`src/rtl/socks5_handshake_engine_top_defines.svh`:
```
// assertion macros shared by the rtl
`ifndef SOCKS5_HANDSHAKE_ENGINE_TOP_DEFINES_SVH
`define SOCKS5_HANDSHAKE_ENGINE_TOP_DEFINES_SVH

// same-cycle implication, off during reset
`define S5HE_ASSERT_IMP(lbl, ante, cons) \
  lbl: assert property (@(posedge clk) disable iff (rst) (ante) |-> (cons)) \
    else $error("s5he implication check failed");

// next-cycle implication, off during reset
`define S5HE_ASSERT_NXT(lbl, ante, cons) \
  lbl: assert property (@(posedge clk) disable iff (rst) (ante) |=> (cons)) \
    else $error("s5he next-cycle check failed");

`endif

```
`src/rtl/s5he_pkg.sv`:
```
package s5he_pkg;

  localparam logic [2:0] PH_GREET   = 3'd0;
  localparam logic [2:0] PH_REQUEST = 3'd1;
  localparam logic [2:0] PH_RESOLVE = 3'd2;
  localparam logic [2:0] PH_CONNECT = 3'd3;
  localparam logic [2:0] PH_ESTAB   = 3'd4;
  localparam logic [2:0] PH_CLOSED  = 3'd5;

  localparam logic [2:0] K_REPLY   = 3'd0;
  localparam logic [2:0] K_CONN    = 3'd1;
  localparam logic [2:0] K_DOMAIN  = 3'd2;
  localparam logic [2:0] K_RESOLVE = 3'd3;
  localparam logic [2:0] K_PAYLOAD = 3'd4;
  localparam logic [2:0] K_CLOSE   = 3'd5;

  localparam logic [1:0] ACT_BYTE    = 2'd0;
  localparam logic [1:0] ACT_RESOLVE = 2'd1;
  localparam logic [1:0] ACT_CONNECT = 2'd2;
  localparam logic [1:0] ACT_END     = 2'd3;

  localparam logic [1:0] OC_OK      = 2'd0;
  localparam logic [1:0] OC_REFUSED = 2'd2;

  localparam logic [7:0] VER5        = 8'd5;
  localparam logic [7:0] CMD_CONNECT = 8'd1;
  localparam logic [7:0] AT_IPV4     = 8'd1;
  localparam logic [7:0] AT_DOMAIN   = 8'd3;
  localparam logic [7:0] AT_IPV6     = 8'd4;

  localparam logic [7:0] REP_OK      = 8'd0;
  localparam logic [7:0] REP_FAIL    = 8'd1;
  localparam logic [7:0] REP_REFUSED = 8'd5;

  localparam logic [9:0] LEN_IPV4 = 10'd10;
  localparam logic [9:0] LEN_IPV6 = 10'd22;

  // last beat of each reply burst; beat ten is the close
  localparam logic [3:0] END_ACK   = 4'd1;
  localparam logic [3:0] END_REPLY = 4'd9;
  localparam logic [3:0] END_CLOSE = 4'd10;

  typedef struct packed {
    logic [1:0]  action;
    logic [7:0]  data_byte;
    logic [1:0]  outcome_code;
    logic [31:0] resolved_address;
  } in_item_t;

  typedef struct packed {
    logic        valid;
    logic        is_reply;
    logic [3:0]  end_beat;
    logic [7:0]  rep;
    logic [2:0]  kind;
    logic [7:0]  data;
    logic [31:0] addr;
    logic [15:0] port;
    logic        early;
  } desc_t;

  typedef struct packed {
    logic [2:0] phase;
  } status_t;

  function automatic desc_t mk_single(input logic [2:0] kind, input logic [7:0] data,
                                      input logic [31:0] addr, input logic [15:0] port,
                                      input logic early);
    desc_t d;
    d          = '0;
    d.valid    = 1'b1;
    d.kind     = kind;
    d.data     = data;
    d.addr     = addr;
    d.port     = port;
    d.early    = early;
    return d;
  endfunction

  function automatic desc_t mk_reply(input logic [7:0] rep, input logic [3:0] end_beat);
    desc_t d;
    d          = '0;
    d.valid    = 1'b1;
    d.is_reply = 1'b1;
    d.rep      = rep;
    d.end_beat = end_beat;
    return d;
  endfunction

endpackage

```
`src/rtl/s5he_in_if.sv`:
```
interface s5he_in_if;
  logic        valid;
  logic        ready;
  logic [1:0]  action;
  logic [7:0]  data_byte;
  logic [1:0]  outcome_code;
  logic [31:0] resolved_address;

  modport source (output valid, action, data_byte, outcome_code, resolved_address,
                  input ready);
  modport sink (input valid, action, data_byte, outcome_code, resolved_address,
                output ready);
endinterface

```
`src/rtl/s5he_out_if.sv`:
```
interface s5he_out_if;
  logic        valid;
  logic        ready;
  logic [2:0]  kind;
  logic [7:0]  out_byte;
  logic [31:0] target_address;
  logic [15:0] dest_port;
  logic        early;
  logic        last;

  modport source (output valid, kind, out_byte, target_address, dest_port, early, last,
                  input ready);
  modport sink (input valid, kind, out_byte, target_address, dest_port, early, last,
                output ready);
endinterface

```
`src/rtl/s5he_parser.sv`:
```
module s5he_parser (
  input  logic                clk,
  input  logic                rst,
  input  logic                take,
  input  s5he_pkg::in_item_t  item,
  output s5he_pkg::desc_t     desc,
  output s5he_pkg::status_t   status
);

  logic [2:0]  phase, phase_next;
  logic [8:0]  byte_count, byte_count_next;
  logic [7:0]  method_count, method_count_next;
  logic        header_ok, header_ok_next;
  logic [7:0]  address_type, address_type_next;
  logic [7:0]  name_length, name_length_next;
  logic [31:0] address_accum, address_accum_next;
  logic [15:0] port_accum, port_accum_next;

  logic [8:0]  bc_inc;
  logic [9:0]  idx;
  logic [7:0]  b;
  logic [7:0]  mc;
  logic [9:0]  need;
  logic [15:0] port_shift;

  always_comb begin
    phase_next         = phase;
    byte_count_next    = byte_count;
    method_count_next  = method_count;
    header_ok_next     = header_ok;
    address_type_next  = address_type;
    name_length_next   = name_length;
    address_accum_next = address_accum;
    port_accum_next    = port_accum;
    desc               = '0;
    b          = item.data_byte;
    bc_inc     = byte_count + 9'd1;
    idx        = {1'b0, byte_count};
    mc         = (byte_count == 9'd1) ? b : method_count;
    port_shift = {port_accum[7:0], b};
    need       = s5he_pkg::LEN_IPV6;
    if (address_type == s5he_pkg::AT_IPV4) begin
      need = s5he_pkg::LEN_IPV4;
    end else if (address_type == s5he_pkg::AT_DOMAIN) begin
      need = 10'd7 + {2'b00, name_length};
    end

    if (phase <= s5he_pkg::PH_ESTAB) begin
      case (item.action)
        s5he_pkg::ACT_END: begin
          phase_next = s5he_pkg::PH_CLOSED;
          desc = s5he_pkg::mk_single(s5he_pkg::K_CLOSE, 8'd0, 32'd0, 16'd0, 1'b0);
        end
        s5he_pkg::ACT_BYTE: begin
          if (phase == s5he_pkg::PH_GREET) begin
            byte_count_next = bc_inc;
            method_count_next = mc;
            if (byte_count != 9'd0 && {1'b0, bc_inc} == 10'd2 + {2'b00, mc}) begin
              desc = s5he_pkg::mk_reply(s5he_pkg::REP_OK, s5he_pkg::END_ACK);
              phase_next = s5he_pkg::PH_REQUEST;
              byte_count_next = 9'd0;
              header_ok_next = 1'b0;
              address_accum_next = 32'd0;
              port_accum_next = 16'd0;
            end
          end else if (phase == s5he_pkg::PH_REQUEST) begin
            byte_count_next = bc_inc;
            if (idx == 10'd0) begin
              header_ok_next = (b == s5he_pkg::VER5);
            end else if (idx == 10'd1) begin
              header_ok_next = header_ok && (b == s5he_pkg::CMD_CONNECT);
            end else if (idx == 10'd2) begin
              header_ok_next = header_ok;
            end else if (idx == 10'd3) begin
              address_type_next = b;
              if (!header_ok || (b != s5he_pkg::AT_IPV4 && b != s5he_pkg::AT_DOMAIN &&
                                 b != s5he_pkg::AT_IPV6)) begin
                phase_next = s5he_pkg::PH_CLOSED;
                desc = s5he_pkg::mk_reply(s5he_pkg::REP_FAIL, s5he_pkg::END_CLOSE);
              end
            end else if (address_type == s5he_pkg::AT_DOMAIN && idx == 10'd4) begin
              name_length_next = b;
            end else if (address_type == s5he_pkg::AT_DOMAIN &&
                         idx < 10'd5 + {2'b00, name_length}) begin
              desc = s5he_pkg::mk_single(s5he_pkg::K_DOMAIN, b, 32'd0, 16'd0, 1'b0);
            end else begin
              if (address_type == s5he_pkg::AT_IPV4 && idx < 10'd8) begin
                address_accum_next = {address_accum[23:0], b};
              end
              if (idx + 10'd2 >= need) begin
                port_accum_next = port_shift;
              end
              if (idx + 10'd1 == need) begin
                if (address_type == s5he_pkg::AT_IPV4) begin
                  phase_next = s5he_pkg::PH_CONNECT;
                  desc = s5he_pkg::mk_single(s5he_pkg::K_CONN, 8'd0, address_accum,
                                             port_accum_next, 1'b0);
                end else if (address_type == s5he_pkg::AT_DOMAIN) begin
                  phase_next = s5he_pkg::PH_RESOLVE;
                  desc = s5he_pkg::mk_single(s5he_pkg::K_RESOLVE, 8'd0, 32'd0,
                                             port_accum_next, 1'b0);
                end else begin
                  phase_next = s5he_pkg::PH_CLOSED;
                  desc = s5he_pkg::mk_reply(s5he_pkg::REP_FAIL, s5he_pkg::END_CLOSE);
                end
              end
            end
          end else begin
            desc = s5he_pkg::mk_single(s5he_pkg::K_PAYLOAD, b, 32'd0, 16'd0,
                                       phase != s5he_pkg::PH_ESTAB);
          end
        end
        s5he_pkg::ACT_RESOLVE: begin
          if (phase == s5he_pkg::PH_RESOLVE) begin
            if (item.outcome_code != s5he_pkg::OC_OK || item.resolved_address == 32'd0) begin
              phase_next = s5he_pkg::PH_CLOSED;
              desc = s5he_pkg::mk_reply(s5he_pkg::REP_FAIL, s5he_pkg::END_CLOSE);
            end else begin
              address_accum_next = item.resolved_address;
              phase_next = s5he_pkg::PH_CONNECT;
              desc = s5he_pkg::mk_single(s5he_pkg::K_CONN, 8'd0, item.resolved_address,
                                         port_accum, 1'b0);
            end
          end
        end
        default: begin
          if (phase == s5he_pkg::PH_CONNECT) begin
            if (item.outcome_code == s5he_pkg::OC_OK) begin
              phase_next = s5he_pkg::PH_ESTAB;
              desc = s5he_pkg::mk_reply(s5he_pkg::REP_OK, s5he_pkg::END_REPLY);
            end else begin
              phase_next = s5he_pkg::PH_CLOSED;
              desc = s5he_pkg::mk_reply((item.outcome_code == s5he_pkg::OC_REFUSED) ?
                                        s5he_pkg::REP_REFUSED : s5he_pkg::REP_FAIL,
                                        s5he_pkg::END_CLOSE);
            end
          end
        end
      endcase
    end
  end

  always_ff @(posedge clk) begin
    if (rst) begin
      phase         <= s5he_pkg::PH_GREET;
      byte_count    <= 9'd0;
      method_count  <= 8'd0;
      header_ok     <= 1'b0;
      address_type  <= 8'd0;
      name_length   <= 8'd0;
      address_accum <= 32'd0;
      port_accum    <= 16'd0;
    end else if (take) begin
      phase         <= phase_next;
      byte_count    <= byte_count_next;
      method_count  <= method_count_next;
      header_ok     <= header_ok_next;
      address_type  <= address_type_next;
      name_length   <= name_length_next;
      address_accum <= address_accum_next;
      port_accum    <= port_accum_next;
    end
  end

  assign status.phase = phase;

endmodule

```
`src/rtl/s5he_emitter.sv`:
```
module s5he_emitter (
  input  logic              clk,
  input  logic              rst,
  input  logic              load,
  input  s5he_pkg::desc_t   desc,
  output logic              free,
  s5he_out_if.source        out_ch
);

  logic            busy;
  logic [3:0]      beat;
  s5he_pkg::desc_t cur;
  logic            at_end;
  logic            fire;

  assign at_end = (beat == cur.end_beat);
  assign fire   = busy && out_ch.ready;
  assign free   = !busy || (out_ch.ready && at_end);

  always_ff @(posedge clk) begin
    if (rst) begin
      busy <= 1'b0;
      beat <= 4'd0;
    end else if (load) begin
      busy <= 1'b1;
      beat <= 4'd0;
    end else if (fire) begin
      if (at_end) begin
        busy <= 1'b0;
      end else begin
        beat <= beat + 4'd1;
      end
    end
  end

  always_ff @(posedge clk) begin
    if (load) begin
      cur <= desc;
    end
  end

  always_comb begin
    out_ch.valid          = busy;
    out_ch.last           = at_end;
    out_ch.kind           = cur.kind;
    out_ch.out_byte       = cur.data;
    out_ch.target_address = cur.addr;
    out_ch.dest_port      = cur.port;
    out_ch.early          = cur.early;
    if (cur.is_reply) begin
      out_ch.kind           = s5he_pkg::K_REPLY;
      out_ch.target_address = 32'd0;
      out_ch.dest_port      = 16'd0;
      out_ch.early          = 1'b0;
      case (beat)
        4'd0:    out_ch.out_byte = s5he_pkg::VER5;
        4'd1:    out_ch.out_byte = cur.rep;
        4'd3:    out_ch.out_byte = s5he_pkg::AT_IPV4;
        4'd10: begin
          out_ch.kind     = s5he_pkg::K_CLOSE;
          out_ch.out_byte = 8'd0;
        end
        default: out_ch.out_byte = 8'd0;
      endcase
    end
  end

endmodule

```
`src/rtl/socks5_handshake_engine_top.sv`:
```
// channel  | dir | payload                                                      | items
// in_ch    | in  | action, data_byte, outcome_code, resolved_address            | bytes, events
// out_ch   | out | kind, out_byte, target_address, dest_port, early, last       | results
//
// one item per cycle enters the input register and is parsed in a single pass
// results leave the emitter one per cycle while out_ch is ready; replies are 2 to 11 bytes
// an item is parsed only when the emitter can take its results, so bursts stall input
// rst is synchronous and returns the parser to the greeting phase
`include "socks5_handshake_engine_top_defines.svh"

module socks5_handshake_engine_top (
  input  logic        clk,
  input  logic        rst,
  s5he_in_if.sink     in_ch,
  s5he_out_if.source  out_ch
);

  logic                in_v;
  s5he_pkg::in_item_t  item;
  s5he_pkg::desc_t     desc;
  s5he_pkg::status_t   status;
  logic                free;
  logic                advance;
  logic                load;
  logic                close_out;
  logic                phase_closed;
  logic                phase_after_greet;

  assign advance     = in_v && free;
  assign load        = advance && desc.valid;
  assign in_ch.ready = !in_v || advance;

  always_ff @(posedge clk) begin
    if (rst) begin
      in_v <= 1'b0;
    end else if (in_ch.valid && in_ch.ready) begin
      in_v <= 1'b1;
    end else if (advance) begin
      in_v <= 1'b0;
    end
  end

  always_ff @(posedge clk) begin
    if (in_ch.valid && in_ch.ready) begin
      item.action           <= in_ch.action;
      item.data_byte        <= in_ch.data_byte;
      item.outcome_code     <= in_ch.outcome_code;
      item.resolved_address <= in_ch.resolved_address;
    end
  end

  s5he_parser u_parser (
    .clk    (clk),
    .rst    (rst),
    .take   (advance),
    .item   (item),
    .desc   (desc),
    .status (status)
  );

  s5he_emitter u_emitter (
    .clk    (clk),
    .rst    (rst),
    .load   (load),
    .desc   (desc),
    .free   (free),
    .out_ch (out_ch)
  );

  assign close_out         = out_ch.valid && (out_ch.kind == s5he_pkg::K_CLOSE);
  assign phase_closed      = (status.phase == s5he_pkg::PH_CLOSED);
  assign phase_after_greet = (status.phase == s5he_pkg::PH_GREET) ||
                             (status.phase == s5he_pkg::PH_REQUEST) || phase_closed;

  `S5HE_ASSERT_IMP(a_close_is_last, close_out, out_ch.last)
  `S5HE_ASSERT_NXT(a_closed_sticky, phase_closed, phase_closed)
  `S5HE_ASSERT_NXT(a_greet_exit, status.phase == s5he_pkg::PH_GREET, phase_after_greet)

endmodule
```
`src/flat_wrapper.sv`:
```
// flat-port wrapper written by rule: the top's interface ports become plain ports
module socks5_handshake_engine_top_flat 
  (clk, rst, in_ch_valid, in_ch_action, in_ch_data_byte, in_ch_outcome_code, in_ch_resolved_address, in_ch_ready, out_ch_valid, out_ch_kind, out_ch_out_byte, out_ch_target_address, out_ch_dest_port, out_ch_early, out_ch_last, out_ch_ready);
  s5he_in_if in_ch_i ();
  s5he_out_if out_ch_i ();
  input  logic clk;
  input  logic rst;
  input wire logic [$bits(in_ch_i.valid)-1:0] in_ch_valid;
  input wire logic [$bits(in_ch_i.action)-1:0] in_ch_action;
  input wire logic [$bits(in_ch_i.data_byte)-1:0] in_ch_data_byte;
  input wire logic [$bits(in_ch_i.outcome_code)-1:0] in_ch_outcome_code;
  input wire logic [$bits(in_ch_i.resolved_address)-1:0] in_ch_resolved_address;
  output wire logic [$bits(in_ch_i.ready)-1:0] in_ch_ready;
  output wire logic [$bits(out_ch_i.valid)-1:0] out_ch_valid;
  output wire logic [$bits(out_ch_i.kind)-1:0] out_ch_kind;
  output wire logic [$bits(out_ch_i.out_byte)-1:0] out_ch_out_byte;
  output wire logic [$bits(out_ch_i.target_address)-1:0] out_ch_target_address;
  output wire logic [$bits(out_ch_i.dest_port)-1:0] out_ch_dest_port;
  output wire logic [$bits(out_ch_i.early)-1:0] out_ch_early;
  output wire logic [$bits(out_ch_i.last)-1:0] out_ch_last;
  input wire logic [$bits(out_ch_i.ready)-1:0] out_ch_ready;
  assign in_ch_i.valid = in_ch_valid;
  assign in_ch_i.action = in_ch_action;
  assign in_ch_i.data_byte = in_ch_data_byte;
  assign in_ch_i.outcome_code = in_ch_outcome_code;
  assign in_ch_i.resolved_address = in_ch_resolved_address;
  assign in_ch_ready = in_ch_i.ready;
  assign out_ch_valid = out_ch_i.valid;
  assign out_ch_kind = out_ch_i.kind;
  assign out_ch_out_byte = out_ch_i.out_byte;
  assign out_ch_target_address = out_ch_i.target_address;
  assign out_ch_dest_port = out_ch_i.dest_port;
  assign out_ch_early = out_ch_i.early;
  assign out_ch_last = out_ch_i.last;
  assign out_ch_i.ready = out_ch_ready;
  socks5_handshake_engine_top u_core (.clk(clk), .rst(rst), .in_ch(in_ch_i), .out_ch(out_ch_i));
endmodule
```
`config.mk`:
```
export PLATFORM = sky130hd
export DESIGN_NAME = socks5_handshake_engine_top_flat
export DESIGN_NICKNAME = d
export VERILOG_FILES = /design/src/rtl/s5he_pkg.sv /design/src/rtl/s5he_in_if.sv /design/src/rtl/s5he_out_if.sv /design/src/rtl/s5he_parser.sv /design/src/rtl/s5he_emitter.sv /design/src/rtl/socks5_handshake_engine_top.sv /design/src/flat_wrapper.sv
export VERILOG_INCLUDE_DIRS = /design/src /design/src/rtl
export SDC_FILE = /design/constraint.sdc
export NUM_CORES = 1
export LEC_CHECK = 0
export ABC_CLOCK_PERIOD_IN_PS = 8790
export CAP_MARGIN = 15
export CORE_MARGIN = 4
export CORE_UTILIZATION = 45
export CTS_CLUSTER_SIZE = 40
export DETAILED_ROUTE_END_ITERATION = 8
export DONT_BUFFER_PORTS = 1
export PLACE_DENSITY = 0.69
export REMOVE_ABC_BUFFERS = 1
export SETUP_SLACK_MARGIN = 0.4
export SLEW_MARGIN = 20
export SYNTH_ARGS = -nofsm -noshare
export SYNTH_HDL_FRONTEND = slang
export SYNTH_SLANG_ARGS = --single-unit
export TNS_END_PERCENT = 20
```
`constraint.sdc`:
```
create_clock -name clk -period 8.79 [get_ports clk]
set_clock_uncertainty 0.15 [all_clocks]
set_input_delay 1.3185 -clock clk [delete_from_list [all_inputs] [get_ports clk]]
set_output_delay 1.3185 -clock clk [all_outputs]
set_load 0.01 [all_outputs]
```
==> results of run 1 <==
-- cells by family after synthesis --
group | after synthesis
AOI/OAI and AO/OA | 234
xor gates and xnor gates | 38
adders and majority gates | 33
buffers and inverters | 96
DFF | 200
muxes | 56
and+or+nand+nor | 465
-- cell type report --
type / count / area [um2] / share of cell area [%]
flip-flops and latches: 200 / 5090 / 43.7
multi-input cells: 826 / 5380 / 46.2
well taps: 319 / 399 / 3.43
repair buffers: 10 / 75.1 / 0.644
inverters: 19 / 71.3 / 0.612
clock inverters: 14 / 190 / 1.63
clock buffers: 18 / 439 / 3.77
-- metrics by stage --
step	setup WS [ns]	area, um2	std cells
after CTS	3.45	11600	1406
after global placement	3.55	11000	1374
after floorplan	1.96	10500	1045
after detailed placement	3.50	11000	1374
final	3.42	11700	1406
after global routing	2.94	11700	1406
-- worst register-to-register path, stage by stage, from the launching register on --
cell and delay, ns:
dfxtp_1 0.52, ha_1 0.30, nor4b_4 0.46, nand2_1 0.41, mux2_2 0.40, ha_1 0.29
xor2_1 0.15, or3_1 0.32, a32oi_1 0.18, nand4_1 0.20, o31a_1 0.37, a211oi_1 0.32
nor2_1 0.14, nor2_4 0.11, buf_4 0.65
-- per-layer routing --
layer  routed length, um  global-route usage (%)  vias up
met2               12200                    31.0      290
met5                   0                       0        -
met4                 328                    4.84        0
met1               12900                    30.1     3859
met3                1980                    4.39       27
li1                    -                       -     3938
-- power by group --
group	internal [mW]	leakage (nW)	total [mW]	switching, mW
clock	0.441	0.303	0.828	0.386
sequential	1.01	1.71	1.04	0.0306
combinational	0.0387	2.16	0.122	0.0829
total	1.49	4.17	1.99	0.500
-- synth_stat cells, drive strengths merged, types with 5 or more instances --
cell type and count:
a211oi 7, a21o 5, a21oi 42, a22o 32
a22oi 33, and2 11, and3 11, buf 23
clkbuf 54, dfxtp 91, edfxtp 109, ha 33
inv 19, mux2i 51, nand2 124, nand2b 14
nand3 19, nand4 12, nor2 135, nor2b 66
nor3 25, nor4 17, o211ai 5, o21a 5
o21ai 62, or3 11, xnor2 19, xor2 18
-- sequential cells by signal (all words and copies together) (netlist names), 8 cells and up --
| register | cells |
|---|---|
| u_core.u_parser.name_length | 8 |
| u_core.u_parser.address_type | 8 |
| u_core.u_emitter.cur | 65 |
| u_core.u_parser.method_count | 8 |
| u_core.u_parser.byte_count | 9 |
| u_core.u_parser.address_accum | 32 |
| u_core.item | 44 |
| u_core.u_parser.port_accum | 16 |
-- how the worst max path moves through the flow --
| stage | depth (start not counted) | to | start |
|---|---|---|---|
| global placement | 14 | u_core.u_emitter.cur[44] | u_core.u_parser.byte_count[0] |
| detailed placement | 14 | u_core.u_emitter.cur[44] | u_core.u_parser.byte_count[0] |
| floorplan | 13 | u_core.u_emitter.cur[0] | u_core.u_parser.byte_count[0] |
| CTS | 14 | u_core.u_emitter.cur[19] | u_core.u_parser.byte_count[0] |
| global route | 14 | u_core.u_emitter.cur[18] | u_core.u_parser.byte_count[0] |
| finish | 14 | u_core.u_emitter.cur[17] | u_core.u_parser.byte_count[0] |
-- layout by cell type (no fill, tap or decap), types with 12 or more instances in the layout --
cell       count
nor2_1       133
nand2_1      124
edfxtp_1     109
dfxtp_1       91
nor2b_1       66
o21ai_0       58
mux2i_1       51
a21oi_1       41
a22oi_1       33
a22o_1        32
ha_1          32
nor3_1        23
inv_1         19
xnor2_1       19
xor2_1        18
nand3_1       18
clkbuf_16     17
nand2b_1      14
nor4_1        14
nand4_1       12
==> impl_metrics.json, run 1 <==
{
  "min_period_over_period_pct": 61.1,
  "tightestPinTransition_ns": 0.915,
  "hold_path_depth": 1,
  "p_total_mw": 1.99,
  "io_buffer_count": 0,
  "drtPass1Iterations": 5,
  "utilization_pct": 49.3,
  "critPathSlowestCell": "buf_4",
  "post-dp-hpwl_um": 18400,
  "die_w_um": 163,
  "io_pins": 111,
  "setup.worst_path.end_class": "flip-flop",
  "ys_async_sr_fraction_pct": 0,
  "cts.path.max_buffers": 2,
  "n_fill_cell": 2175,
  "post_cts_buffers": 0,
  "tritoncts": "built",
  "synth-edff-count": 109,
  "worstPathArrival_ns": 5.29,
  "antenna_found_initial": 0,
  "row_count": 56,
  "ys_ff_latch": 200,
  "diodes": 0,
  "synth_compound_area_share_pct": 15.3,
  "grt_pass1_wl_um": 42800,
  "min_to": "u_core.u_parser.port_accum[12]",
  "crit_family": "simple AND/OR/NAND/NOR gates",
  "synth_area_um2": 10900,
  "post-route-drc-count": 0,
  "gp_congestion": 0.915,
  "yosysTopAreaCell": "edfxtp_1",
  "synthSimpleGateAreaFrac_pct": 21.5,
  "slowest_delay_ns": 0.65,
  "crit_path_frequent_cell": "ha_1",
  "grt_pass1_vias": 7517,
  "maxSlewViolCount": 0,
  "yosysSeqAreaShare_pct": 46.9,
  "crit_buf_inv": 1,
  "hold_viol": 0,
  "yosys.area.top_type_share_pct": 30.1,
  "cts_hold_buf": 0,
  "synthAdderAreaFrac_pct": 3.80,
  "path_class": "flip-flop to flip-flop",
  "peakVddDrop_mv": 0.108,
  "drv_cap": 0,
  "power_density_nw_per_um2": 171,
  "hp-start": "u_core.u_parser.port_accum[12]",
  "avgSynthCellArea_um2": 9.69,
  "min_period_ns": 5.37,
  "grt_usage_pct": 20.5,
  "cp_cell_sequence": "ha_1 > nor4b_4 > nand2_1 > mux2_2 > ha_1 > xor2_1 > or3_1 > a32oi_1 > nand4_1 > o31a_1 > a211oi_1 > nor2_1 > nor2_4 > buf_4",
  "cts.sink_count": 200,
  "drt_iter0_drc": 611,
  "synth_top_family_by_area": "simple AND/OR/NAND/NOR gates",
  "cts_resized": 0,
  "rsz0062_at_grt": "no",
  "synth.area.top_cells": "edfxtp_1 (30%), dfxtp_1 (17%), mux2i_1 (4.7%), nor2_1 (4.7%), nand2_1 (4.3%)",
  "htree_levels": 4,
  "whs_ns": 0.332,
  "vias_per_cell": 5.77,
  "setup_tns_ns": 0,
  "die_h_um": 163,
  "setup_viol": 0,
  "drive_gt1_share_pct": 6.53,
  "layout.nets": 1155,
  "r2r_setup_slack_ns": 3.42,
  "start_kind": "flip-flop",
  "yosysUniqueCellTypes": 82,
  "grt_max_degree": 79,
  "synthXorXnorAreaFrac_pct": 3.19,
  "ant_nets": 0,
  "area_growth_syn_to_layout_pct": 7.19,
  "cts_made_buffers": 17,
  "synth-main-ff-cell": "edfxtp_1",
  "timing.rr.start": "u_core.u_parser.byte_count[0]",
  "routed_wl_um": 27400,
  "cp_max_fo": 65,
  "fmax_mhz": 186,
  "clk_latency_ns": 0.44,
  "die_area_um2": 26700,
  "core_area_um2": 23600,
  "yosysWarnings": 0,
  "r2r_cells": 14,
  "p_leak_nw": 4.17,
  "maxSlewHeadroom_pct": 38.5,
  "crit_required_ns": 8.71,
  "initial_core_util_pct": 46.0,
  "status": "completed",
  "wl_per_cell_um": 19.5,
  "clk_root_buffer_cell": "clkbuf_16",
  "min_path_type": "flip-flop to flip-flop",
  "r2r_end": "u_core.u_emitter.cur[17]",
  "overflow": 0,
  "syn_inst": 1122,
  "path_clk_slew_ns": 0.07,
  "via_count": 8114,
  "synth_mux_area_share_pct": 5.32
}
Note: power is estimated with default switching activity, not from simulation.
==> run 2, diff against run 1 <==
ABC_CLOCK_PERIOD_IN_PS = 5200   (was 8790)
clock period = 5.2 ns   (was 8.79 ns; I/O delays follow)
==> run 2 against run 1 <==
Power increased by 69%. Worst hold slack worse by 0.053 ns. Worst setup slack worse by 2.7 ns. Routed wire length up 0.20%. Non-clock buffer count increased by 10. Combinational power is 82% higher. Clock power increased by 68%. Cell count is 0.71% higher. Via count is 2.0% higher. Utilization grew 0.47 points. Count of clock-buffer cells in the layout is 1 lower. Sequential share of layout area fell by 0.40 points.
==> impl_metrics.json, run 2 (same netlist as run 1, synthesis figures left out) <==
{
  "min_path_type": "primary input to flip-flop",
  "maxSlewHeadroom_pct": 41.0,
  "gp_congestion": 0.936,
  "rsz0062_at_grt": "no",
  "vias_per_cell": 5.85,
  "hold_path_depth": 1,
  "grt_pass1_wl_um": 42000,
  "tightestPinTransition_ns": 0.879,
  "wl_per_cell_um": 19.4,
  "layout.nets": 1165,
  "path_class": "flip-flop to flip-flop",
  "min_period_ns": 4.49,
  "largestRegisters": "u_core.u_emitter.cur: 65 flops, u_core.item: 44 flops, u_core.u_parser.address_accum: 32 flops",
  "power_density_nw_per_um2": 285,
  "r2r_setup_slack_ns": 0.71,
  "hp-start": "rst",
  "n_fill_cell": 2183,
  "seqCellArea_um2": 5100,
  "area_growth_syn_to_layout_pct": 8.21,
  "cts_made_buffers": 17,
  "setup_viol": 0,
  "setup.worst_path.end_class": "flip-flop",
  "finalWorstSetupSlack_ns": 0.709,
  "post-dp-hpwl_um": 18500,
  "most-common-layout-cells": "nor2_1 (132), nand2_1 (124), edfxtp_1 (109)",
  "routed_wl_um": 27500,
  "core_area_um2": 23600,
  "p_leak_nw": 4.23,
  "fmax_mhz": 223,
  "largest_reg_flops": 65,
  "hold_viol": 0,
  "dp_slack_ns": 0.359,
  "die_w_um": 163,
  "start_kind": "flip-flop",
  "drt_iter0_drc": 767,
  "min_period_over_period_pct": 86.4,
  "status": "completed",
  "ant_nets": 0,
  "worstPathArrival_ns": 4.47,
  "tritoncts": "built",
  "multi_input_area_um2": 5380,
  "largest_register": "u_core.u_emitter.cur",
  "crit_required_ns": 5.18,
  "setup_tns_ns": 0,
  "post-route-drc-count": 0,
  "r2r_cells": 16,
  "cts.sink_count": 200,
  "clk_root_buffer_cell": "clkbuf_16",
  "timing.rr.start": "u_core.u_parser.byte_count[1]",
  "io_buffer_count": 0,
  "min_to": "u_core.u_parser.name_length[7]",
  "drive_gt1_share_pct": 7.66,
  "grt_usage_pct": 20.1,
  "maxSlewViolCount": 0,
  "r2r_end": "u_core.u_emitter.cur[43]",
  "io_pins": 111,
  "grt_pass1_vias": 7734,
  "via_count": 8280,
  "grt_max_degree": 79,
  "die_area_um2": 26700,
  "drtPass1Iterations": 6,
  "crit_start": "u_core.u_parser.byte_count[1]",
  "initial_core_util_pct": 46.0,
  "overflow": 0,
  "path_clk_slew_ns": 0.07,
  "cp_max_fo": 33,
  "cts.path.max_buffers": 2,
  "row_count": 56,
  "htree_levels": 4,
  "die_h_um": 163,
  "mostFrequentLayoutCell": "nor2_1",
  "peakVddDrop_mv": 0.196,
  "diodes": 0,
  "antenna_found_initial": 0,
  "clk_latency_ns": 0.44,
  "drv_cap": 0
}
==> run 2: power by group <==
part / total (mW) / internal, mW / switching (mW)
Sequential: 1.75 / 1.70 / 0.0408
Clock: 1.39 / 0.770 / 0.620
Combinational: 0.222 / 0.0704 / 0.152
==> run 2: worst max-delay path by stage <==
stage / slack [ns] / to / cells past startpoint
6_report: 0.71 / u_core.u_emitter.cur[43] / 16
5_1_grt: 0.42 / u_core.u_emitter.cur[27] / 16
4_1_cts: 0.44 / u_core.u_emitter.cur[27] / 15
3_5_place_dp: 0.36 / u_core.u_emitter.cur[44] / 14
3_3_place_gp: 0.49 / u_core.u_emitter.cur[44] / 14
2_1_floorplan: -1.63 / u_core.u_emitter.cur[0] / 13
==> run 2: through the flow <==
stage | hold WS, ns | util [%] | total power [mW] | cell area, um2 | instances
after floorplan | 0.300 | - | 1.92 | 10500 | 1045
after global placement | 0.313 | 46.9 | 1.99 | 11100 | 1381
after detailed placement | 0.317 | 46.9 | 2.00 | 11100 | 1381
after CTS | 0.251 | 49.5 | 3.38 | 11700 | 1414
after global routing | 0.259 | 49.8 | 3.47 | 11800 | 1416
final | 0.280 | 49.8 | 3.36 | 11800 | 1416
==> run 2: what timing repair did <==
| item | in CTS | in global routing |
|---|---|---|
| buffers inserted | 1 | 0 |
| endpoints found under the hold margin | 0 | 0 |
| pin swaps | 0 | 0 |
| endpoints found under the setup margin | 65 | 65 |
| gates resized for setup | 0 | 6 |
| cloned | 0 | 1 |
| hold buffers | 0 | 0 |
==> run 2: area by class of cell <==
class / count / share of cell area, %
clock inverters: 15 / 1.62
clock buffers: 17 / 3.62
flip-flops and latches: 200 / 43.3
well taps: 319 / 3.39
multi-input cells: 826 / 45.7
inverters: 19 / 0.606
repair buffers: 20 / 1.70
==> run 2: layer usage <==
metal	global-route usage, %	share of wire, %	up-vias
li1	-	-	3952
met1	27.6	44	3940
met2	31.1	45	324
met3	4.79	7.8	64
met4	7.32	3.0	0
met5	0	0	-
==> run 2: worst max-delay path: stages (launching register included) <==
cell	delay, ns
dfxtp_1	0.39
inv_1	0.13
ha_1	0.27
or4b_1	0.55
nor2_2	0.21
nand2_1	0.10
nand2_1	0.10
ha_1	0.24
xor2_1	0.15
or3_1	0.32
a32oi_1	0.17
nand4_1	0.19
o31a_1	0.37
a211oi_2	0.26
nor2_1	0.11
nor2_4	0.18
clkbuf_16	0.27
==> run 3, diff against run 2 <==
PLACE_DENSITY = unset   (was 0.69)
PLACE_DENSITY_LB_ADDON = 0.12   (was unset)
==> run 3 against run 2 <==
Sequential power barely moved. First-iteration DRC count fell by 22%. Maximum frequency fell by 0.78%. Utilization fell by 0.21 points. Register-to-register slack got worse by 0.04 ns. Worst setup slack got worse by 0.035 ns. Combinational power fell by 5%. Worst hold slack got worse by 0.021 ns. Largest cell class unchanged. Largest power group unchanged.
==> impl_metrics.json, run 3 (same netlist as run 1, synthesis figures left out) <==
{
  "critPathSlowestCell": "dfxtp_2",
  "p_leak_nw": 4.20,
  "grt_usage_pct": 20.9,
  "io_buffer_count": 0,
  "layout.nets": 1163,
  "antenna_found_initial": 3,
  "tightestPinTransition_ns": 0.934,
  "hold_viol": 0,
  "tritoncts": "built",
  "via_count": 8031,
  "overflow": 0,
  "area_growth_syn_to_layout_pct": 7.75,
  "fin_area_um2": 11700,
  "cts_hold_buf": 0,
  "fin_cells": 1415,
  "drtPass1Iterations": 5,
  "min_period_over_period_pct": 87.1,
  "drive_gt1_share_pct": 7.49,
  "largest_reg_flops": 65,
  "post-route-drc-count": 0,
  "grt_pass1_vias": 7503,
  "cts.path.max_buffers": 2,
  "crit_required_ns": 5.17,
  "ant_nets": 0,
  "vias_per_cell": 5.68,
  "grt_max_degree": 79,
  "most-common-layout-cells": "nor2_1 (132), nand2_1 (124), edfxtp_1 (109)",
  "mostFrequentLayoutCell": "nor2_1",
  "wl_per_cell_um": 19.6,
  "cts.sink_count": 200,
  "grt_pass1_wl_um": 43400,
  "rsz0062_at_grt": "no",
  "slowest_delay_ns": 0.41,
  "initial_core_util_pct": 46.0,
  "dp_slack_ns": 0.584,
  "die_h_um": 163,
  "peakVddDrop_mv": 0.198,
  "cp_max_fo": 35,
  "drv_cap": 0,
  "min_path_type": "primary input to flip-flop",
  "row_count": 56,
  "place_area_um2": 11100,
  "min_period_ns": 4.53,
  "path_clk_slew_ns": 0.08,
  "io_pins": 111,
  "power_density_nw_per_um2": 284,
  "finalWorstSetupSlack_ns": 0.673,
  "setup_viol": 0,
  "path_class": "flip-flop to flip-flop",
  "routed_wl_um": 27800,
  "setup_tns_ns": 0,
  "placedCellCount": 1382,
  "fmax_mhz": 221,
  "drt_iter0_drc": 602,
  "maxSlewHeadroom_pct": 37.4,
  "start_kind": "flip-flop",
  "largestRegisters": "u_core.u_emitter.cur: 65 flops, u_core.item: 44 flops, u_core.u_parser.address_accum: 32 flops",
  "largest_register": "u_core.u_emitter.cur",
  "cp_cell_sequence": "inv_1 > ha_1 > nor4b_4 > buf_4 > nand2_1 > mux2_2 > ha_1 > xor2_1 > or3_1 > a32oi_1 > nand4_1 > o31a_1 > a211oi_1 > nor2_1 > nor2_4 > buf_12",
  "die_w_um": 163,
  "clk_root_buffer_cell": "clkbuf_16",
  "clk_latency_ns": 0.44,
  "worstPathArrival_ns": 4.50,
  "die_area_um2": 26700,
  "gp_congestion": 0.933,
  "whs_ns": 0.258,
  "crit_path_frequent_cell": "ha_1",
  "setup.worst_path.end_class": "flip-flop",
  "status": "completed",
  "htree_levels": 4,
  "post-dp-hpwl_um": 18900,
  "core_area_um2": 23600,
  "cts_made_buffers": 17,
  "maxSlewViolCount": 0
}
==> run 3: layout make-up <==
| class | count | area, um2 |
|---|---|---|
| repair buffers | 18 | 160 |
| fillers | 2235 | 11900 |
| flip-flops and latches | 200 | 5100 |
| inverters | 19 | 71.3 |
| well taps | 319 | 399 |
| clock buffers | 18 | 429 |
| clock inverters | 14 | 178 |
| multi-input cells | 826 | 5380 |
| diodes | 1 | 2.50 |
==> run 3: final timing paths <==
| kind | from | end | slack [ns] | cells after the start |
|---|---|---|---|---|
| worst max-delay path | u_core.u_parser.byte_count[1] | u_core.u_emitter.cur[20] | 0.67 | 16 |
| worst min-delay path | rst | u_core.u_parser.address_accum[27] | 0.26 | 1 |
| worst max register to register | u_core.u_parser.byte_count[1] | u_core.u_emitter.cur[20] | 0.67 | 16 |
| worst min register to register | u_core.u_parser.port_accum[11] | u_core.u_parser.port_accum[11] | 0.33 | 1 |
==> run 3: per-layer routing <==
layer  vias to the layer above  wire, um  track usage (%)
li1                       3960         -                -
met1                      3806     13000             30.4
met2                       235     12600             31.8
met3                        28      1730             4.06
met4                         2       429             5.64
met5                         -        13                0
==> run 3: critical path, delay by kind of cell, from the launching register on <==
| kind | cells | cell delay, ns |
|---|---|---|
| simple gates | 6 | 1.18 |
| buf+inv | 3 | 0.52 |
| mux | 1 | 0.38 |
| flops | 1 | 0.41 |
| compound gates | 3 | 0.86 |
| fa+ha+maj | 2 | 0.53 |
| xor+xnor | 1 | 0.15 |
==> run 3: timing repair <==
action                     4_1_cts  5_1_grt
setup buffers                    0        0
resized for setup                0        3
setup endpoints to repair        0       65
==> run 3: power by group <==
group          switching (mW)  total, mW  internal (mW)  leakage (nW)
Combinational           0.143      0.212         0.0690          2.20
Clock                   0.670       1.37          0.696         0.292
Sequential             0.0482       1.75           1.70          1.71
Total                   0.861       3.33           2.47          4.20
==> run 3: per-stage QoR <==
stage	power, mW	util [%]
detailed placement	2.00	47.0
global route	3.45	49.6
floorplan	1.92	-
CTS	3.36	49.6
finish	3.33	49.6
global placement	2.00	47.0
